--- src/rtl/bms_pkg.sv ---
package bms_pkg;

    localparam int ROW_W = 16;
    localparam int IDX_W = 4;

    typedef struct packed {
        logic [ROW_W-1:0] row_bits;
        logic             last_row;
    } in_word_t;

    typedef struct packed {
        logic [IDX_W-1:0] row_index;
        logic [ROW_W-1:0] reach_bits;
        logic             last;
    } out_word_t;

    typedef enum logic [4:0] {
        ST_IDLE = 5'b00001,
        ST_SRC  = 5'b00010,
        ST_LSRC = 5'b00100,
        ST_SCAN = 5'b01000,
        ST_EMIT = 5'b10000
    } state_t;

endpackage

--- src/rtl/boolean_matrix_square_top.sv ---
// Channel | Direction | Handshake             | Word
// in      | input     | in_valid / in_stall   | bms_pkg::in_word_t  (row_bits, last_row)
// out     | output    | out_valid / out_stall | bms_pkg::out_word_t (row_index, reach_bits, last)
//
// A row that is not last is written to the row store; while idle the block takes one row per cycle.
// After the last row (or the row that fills the store) the block emits n result rows.
// Each result row takes one read of the source row, then one
// read of the row store per column, all through the single read port of the store.
// Reset clears the row count and the sequencer; the row store itself needs no clearing.
// A stalled output holds the emit state; no row is accepted until the burst is done.
module boolean_matrix_square_top #(
    parameter int MAX_NODES = 16
) (
    input  logic                clk,
    input  logic                rst_n,
    input  logic                in_valid,
    output logic                in_stall,
    input  bms_pkg::in_word_t   in_word,
    output logic                out_valid,
    input  logic                out_stall,
    output bms_pkg::out_word_t  out_word
);

    localparam int AW = (MAX_NODES > 1) ? $clog2(MAX_NODES) : 1;
    localparam int NW = $clog2(MAX_NODES + 1);

    bms_pkg::state_t state_reg, state_next;

    logic [NW-1:0]             count_reg, count_next;
    logic [NW-1:0]             n_reg, n_next;
    logic [AW-1:0]             i_reg, i_next;
    logic [AW-1:0]             j_reg, j_next;
    logic [bms_pkg::ROW_W-1:0] src_reg, src_next;
    logic [bms_pkg::ROW_W-1:0] acc_reg, acc_next;
    logic                      out_valid_reg, out_valid_next;
    bms_pkg::out_word_t        out_word_reg, out_word_next;

    logic                      in_fire;
    logic [NW-1:0]             count_inc;
    logic                      we;
    logic [AW-1:0]             raddr;
    logic [bms_pkg::ROW_W-1:0] rdata;
    logic [bms_pkg::ROW_W-1:0] mask;
    logic [AW-1:0]             lim_m1;
    logic                      i_last;
    logic                      out_free;

    bms_row_mem #(
        .DEPTH  (MAX_NODES),
        .ADDR_W (AW)
    ) u_mem (
        .clk   (clk),
        .we    (we),
        .waddr (count_reg[AW-1:0]),
        .wdata (in_word.row_bits),
        .raddr (raddr),
        .rdata (rdata)
    );

    assign in_stall  = (state_reg != bms_pkg::ST_IDLE);
    assign in_fire   = in_valid && !in_stall;
    assign we        = in_fire;
    assign count_inc = count_reg + 1'b1;
    assign out_valid = out_valid_reg;
    assign out_word  = out_word_reg;
    assign out_free  = !out_valid_reg || !out_stall;
    assign i_last    = (NW'(i_reg) == n_reg - 1'b1);

    // Columns at or above the node count are neither followed nor reported.
    always_comb
    begin
        for (int k = 0; k < bms_pkg::ROW_W; k++)
        begin
            mask[k] = (k < int'(n_reg));
        end
    end

    // Only the first 16 nodes can carry an edge, so the column scan stops there.
    assign lim_m1 = (int'(n_reg) > bms_pkg::ROW_W) ? AW'(bms_pkg::ROW_W - 1)
                                                   : AW'(n_reg - 1'b1);

    always_comb
    begin
        state_next     = state_reg;
        count_next     = count_reg;
        n_next         = n_reg;
        i_next         = i_reg;
        j_next         = j_reg;
        src_next       = src_reg;
        acc_next       = acc_reg;
        out_word_next  = out_word_reg;
        out_valid_next = out_valid_reg;
        raddr          = '0;

        if (out_valid_reg && !out_stall)
        begin
            out_valid_next = 1'b0;
        end

        case (state_reg)
            bms_pkg::ST_IDLE:
            begin
                if (in_fire)
                begin
                    count_next = count_inc;
                    if (in_word.last_row || (int'(count_inc) >= MAX_NODES))
                    begin
                        n_next     = count_inc;
                        i_next     = '0;
                        state_next = bms_pkg::ST_SRC;
                    end
                end
            end
            bms_pkg::ST_SRC:
            begin
                raddr      = i_reg;
                state_next = bms_pkg::ST_LSRC;
            end
            bms_pkg::ST_LSRC:
            begin
                src_next   = rdata & mask;
                acc_next   = '0;
                j_next     = '0;
                raddr      = '0;
                state_next = bms_pkg::ST_SCAN;
            end
            bms_pkg::ST_SCAN:
            begin
                // The read data belongs to column j, whose address was issued in the previous cycle.
                if (src_reg[4'(j_reg)])
                begin
                    acc_next = acc_reg | (rdata & mask);
                end
                if (j_reg == lim_m1)
                begin
                    state_next = bms_pkg::ST_EMIT;
                end
                else
                begin
                    raddr  = j_reg + 1'b1;
                    j_next = j_reg + 1'b1;
                end
            end
            bms_pkg::ST_EMIT:
            begin
                if (out_free)
                begin
                    out_valid_next           = 1'b1;
                    out_word_next.row_index  = bms_pkg::IDX_W'(i_reg);
                    out_word_next.reach_bits = acc_reg;
                    out_word_next.last       = i_last;
                    if (i_last)
                    begin
                        count_next = '0;
                        state_next = bms_pkg::ST_IDLE;
                    end
                    else
                    begin
                        i_next     = i_reg + 1'b1;
                        state_next = bms_pkg::ST_SRC;
                    end
                end
            end
            default:
            begin
                state_next = bms_pkg::ST_IDLE;
            end
        endcase
    end

    always_ff @(posedge clk or negedge rst_n)
    begin
        if (!rst_n)
        begin
            state_reg     <= bms_pkg::ST_IDLE;
            count_reg     <= '0;
            out_valid_reg <= 1'b0;
        end
        else
        begin
            state_reg     <= state_next;
            count_reg     <= count_next;
            out_valid_reg <= out_valid_next;
        end
    end

    always_ff @(posedge clk)
    begin
        n_reg        <= n_next;
        i_reg        <= i_next;
        j_reg        <= j_next;
        src_reg      <= src_next;
        acc_reg      <= acc_next;
        out_word_reg <= out_word_next;
    end

`ifndef ASSERT_OFF
    a_count_bound: assert property (@(posedge clk) disable iff (!rst_n)
        int'(count_reg) <= MAX_NODES)
        else $error("row count beyond store depth");

    a_last_starts_burst: assert property (@(posedge clk) disable iff (!rst_n)
        (in_fire && in_word.last_row) |=> (state_reg == bms_pkg::ST_SRC))
        else $error("last row did not start the result burst");

    a_final_clears: assert property (@(posedge clk) disable iff (!rst_n)
        (state_reg == bms_pkg::ST_EMIT && out_free && i_last)
        |=> (count_reg == '0 && state_reg == bms_pkg::ST_IDLE && out_valid_reg
             && out_word_reg.last))
        else $error("final result row did not clear the store");
`endif

endmodule

--- src/rtl/bms_row_mem.sv ---
module bms_row_mem #(
    parameter int DEPTH  = 16,
    parameter int ADDR_W = 4
) (
    input  logic                     clk,
    input  logic                     we,
    input  logic [ADDR_W-1:0]        waddr,
    input  logic [bms_pkg::ROW_W-1:0] wdata,
    input  logic [ADDR_W-1:0]        raddr,
    output logic [bms_pkg::ROW_W-1:0] rdata
);

    logic [bms_pkg::ROW_W-1:0] mem [DEPTH];
    logic [bms_pkg::ROW_W-1:0] rdata_reg;

    always_ff @(posedge clk)
    begin
        if (we)
        begin
            mem[waddr] <= wdata;
        end
        rdata_reg <= mem[raddr];
    end

    assign rdata = rdata_reg;

endmodule
--- config.mk ---
export PLATFORM = sky130hd
export DESIGN_NAME = boolean_matrix_square_top
export DESIGN_NICKNAME = d
export VERILOG_FILES = /design/src/rtl/bms_pkg.sv /design/src/rtl/boolean_matrix_square_top.sv /design/src/rtl/bms_row_mem.sv
export SDC_FILE = /design/constraint.sdc
export NUM_CORES = 1
export LEC_CHECK = 0
export ABC_CLOCK_PERIOD_IN_PS = 3600
export BUFFER_PORTS_ARGS = -buffer_cell sky130_fd_sc_hd__clkbuf_2
export CORE_ASPECT_RATIO = 1.5
export CORE_UTILIZATION = 33
export CTS_CLUSTER_DIAMETER = 120
export CTS_CLUSTER_SIZE = 28
export DETAILED_ROUTE_END_ITERATION = 6
export HOLD_SLACK_MARGIN = 0.1
export SLEW_MARGIN = 30
export SYNTH_ARGS = -nofsm -noshare
export SYNTH_HDL_FRONTEND = slang
export SYNTH_SLANG_ARGS = --single-unit
--- constraint.sdc ---
create_clock -name clk -period 3.6 [get_ports clk]
set_clock_uncertainty 0.15 [all_clocks]
set_input_delay 0.18 -clock clk [delete_from_list [all_inputs] [get_ports clk]]
set_output_delay 0.18 -clock clk [all_outputs]
set_load 0.01 [all_outputs]
==> results.md <==
* Die height at around 250 µm
* RSZ-0062 raised after global routing: true
* Full die area at between 40000 and 50000 µm²
* Post-Syn Nets at between 900 and 1000
* Worst path most repeated cell: or4_1
* CP Launch Type: register
* Period utilisation layout at 96.6%
* Layout area overhead at 14.2%
* Drt pass-1 iters at 4
* CP Max Fanout at 16
* Crit. End Element: register
* Max Clk Rate at between 200 and 300 MHz
* DRT iter0 DRCs at 630
* CTS buffer count at 16
* P per Cell Area at between 500 and 600 nW/µm²
* Post-DP HPWL at between 15000 and 20000 µm
* Chip width at around 170 µm
* Skew-Pair Late Insertion Delay at between 500 and 600 ps
* Share of cells above drive strength 1 at around 15%
* Max-slew headroom at a little under three fifths
* GP Congestion at around 0.8
* Synth cell count leaders: 322 x edfxtp_1, 111 x nand2_1, 53 x nor2_1, 42 x a21oi_1, 42 x clkbuf_1
* WL per Instance at between 20 and 25 µm
* Slowest stage delay, CP at about 560 ps
* Top-area cell type share of the netlist area at 69.6%
* Hold Crit Class: in2reg
* Final count of hold timing violations at 0
* Core area at between 40000 and 50000 µm²
* WHS at between 300 and 400 ps
* Synthesized area at about 14000 µm²
* Synth async-reset ratio at under 10%
* Outcome: finished clean
* Port bufs at 43
* Syn Inst Count at around 900
* Final Power at 9.43 mW
* Worst-path cell chain: o31a_1, or4_1, a2111o_1, or2_1, a22o_1, nand2b_1, buf_12, a311oi_1, or4_1
* Root buffer cell: clkbuf_16
* Setup TNS at 0 ps
* Sequential area share after synthesis at about three quarters
* Syn. warnings at 0
* Leakage power total at roughly 5.2 nW
* Grt total ovfl at 0
* CTS tree: done
* CTS clk-pin slew, worst paths at 110 ps
* Clk buf depth at 3
* Sink Count at ~350
* Final wirelength at ~33000 µm
* Cell taking the most area after synthesis: edfxtp_1
* GRT Total Usage at between 10% and 20%
* Kind of critical path: reg2reg
* Worst VDD drop at 0.355 mV
* Dominant cell by count in the synthesized netlist: edfxtp_1
* Worst path slowest cell: or4_1
* Layout Nets at 1028
* # setup viols final at 0
* Via count at between 8000 and 9000
* Crit path DAT at about 3700 ps
* Post-synth EDFFs at 322
* Post-layout util at about two fifths
* Critical Path RT at roughly 3800 ps
* FP Rows at 91
* N_diodes at 0
* Final worst path period need at ~3500 ps
* Flip-flop and latch count after synthesis at between 300 and 400
* Top FF cell, synth: edfxtp_1
* Number of placed I/O pins at between 40 and 50
* Vias in the first global route at about 8000
* Initial Util at approximately a third
* Global-route wire length before repair at between 40000 and 50000 µm
* Largest net degree at the start of global routing at 49
* Htree depth at 1
* Final slew viol count at 0
* Top cells by area, synth: edfxtp_1 70%, nand2_1 3.0%, mux2i_1 2.4%
* Max-Cap Viols at 0
* Via-to-Cell Ratio at 5.14
* Initial antenna violation count at 2
* Antenna Nets Post-Route at 0
* Drt drc at 0
* Worst Tran Pin Value at roughly 650 ps
* Synth cell types at 49
* Max reg flops at about 260
* Syn_area_per_cell at ~15 µm²
-- logic make-up after synthesis --
logic type | synth area share (%)
flops | 73.9
buf+inv | 2.47
simple gates | 9.00
xor+xnor | 0.756
compound gates | 10.0
fa+ha+maj | 0.720
mux | 3.19
-- critical path, delay by kind of cell, from the launching register on --
kind            cells  cell delay, ps
compound gates      4            1140
buf+inv             1             200
flops               1             400
simple gates        4            1440
-- layer usage --
layer	routed length, µm	global-route usage [%]
met1	13300	18.4
met2	16500	27.0
met3	1320	1.91
met4	1490	7.13
met5	23	0
-- report_power, final --
group          internal, mW  switching [mW]  total (mW)
registers              4.87           0.287        5.16
clock network         0.907            1.20        2.11
logic                 0.857            1.31        2.17
-- through the flow --
step / setup WS [ps] / cells / area, µm²
after floorplan: 218 / 926 / 13900
after global placement: 28.0 / 1516 / 15100
after detailed placement: 44.6 / 1516 / 15100
after CTS: 5.92 / 1567 / 15800
after global routing: -20.8 / 1567 / 15900
final: 124 / 1567 / 15900
-- what timing repair did --
item	CTS	global route
buffers inserted	0	0
hold endpoints to repair	302	0
hold buffers	23	0
setup endpoints to repair	0	15
resized for setup	0	8
-- final timing paths --
path                            start             end  slack, ps  cells past startpoint
setup / recovery             n_reg[1]  u_mem.rdata[4]        120                      9
hold / removal              out_stall       out_valid        300                      4
setup reg to reg             n_reg[1]  u_mem.rdata[4]        120                      9
hold reg to reg            acc_reg[1]     out_word[2]        320                      0
max in group asynchronous       rst_n    state_reg[4]       1900                      4
min in group asynchronous       rst_n    state_reg[0]        500                      3
-- cell type report --
| type | count | area [µm²] |
|---|---|---|
| fill | 3820 | 25500 |
| sequential | 349 | 10300 |
| multi-input combinational | 502 | 3380 |
| timing repair buffer | 116 | 1000 |
| tap | 558 | 698 |
| clock buffer | 27 | 463 |
| inverter | 14 | 52.6 |
| clock inverter | 1 | 16.3 |
-- cells in the final DEF (no fill, tap or decap), types with 3 or more instances in the layout --
master / instances
a211oi_1: 21
a211oi_2: 12
a21boi_0: 5
a21oi_1: 41
a221oi_1: 32
a22o_1: 5
a311oi_1: 28
a311oi_2: 4
and2_1: 15
and3_1: 36
buf_12: 14
buf_4: 35
clkbuf_1: 10
clkbuf_16: 17
clkbuf_2: 43
dfrtp_1: 10
dfxtp_1: 16
dlygate4sd3_1: 23
edfxtp_1: 322
ha_1: 8
inv_1: 14
mux2i_1: 33
mux4_2: 5
nand2_1: 110
nand3_1: 6
nor2_1: 50
nor2_2: 3
nor2b_1: 7
nor3_1: 3
nor4_1: 3
nor4_2: 3
o21a_1: 6
o21ai_0: 10
o31a_1: 5
or4_1: 17
xnor2_1: 9
xor2_1: 3
No activity file was read; power rests on OpenSTA's default activity.
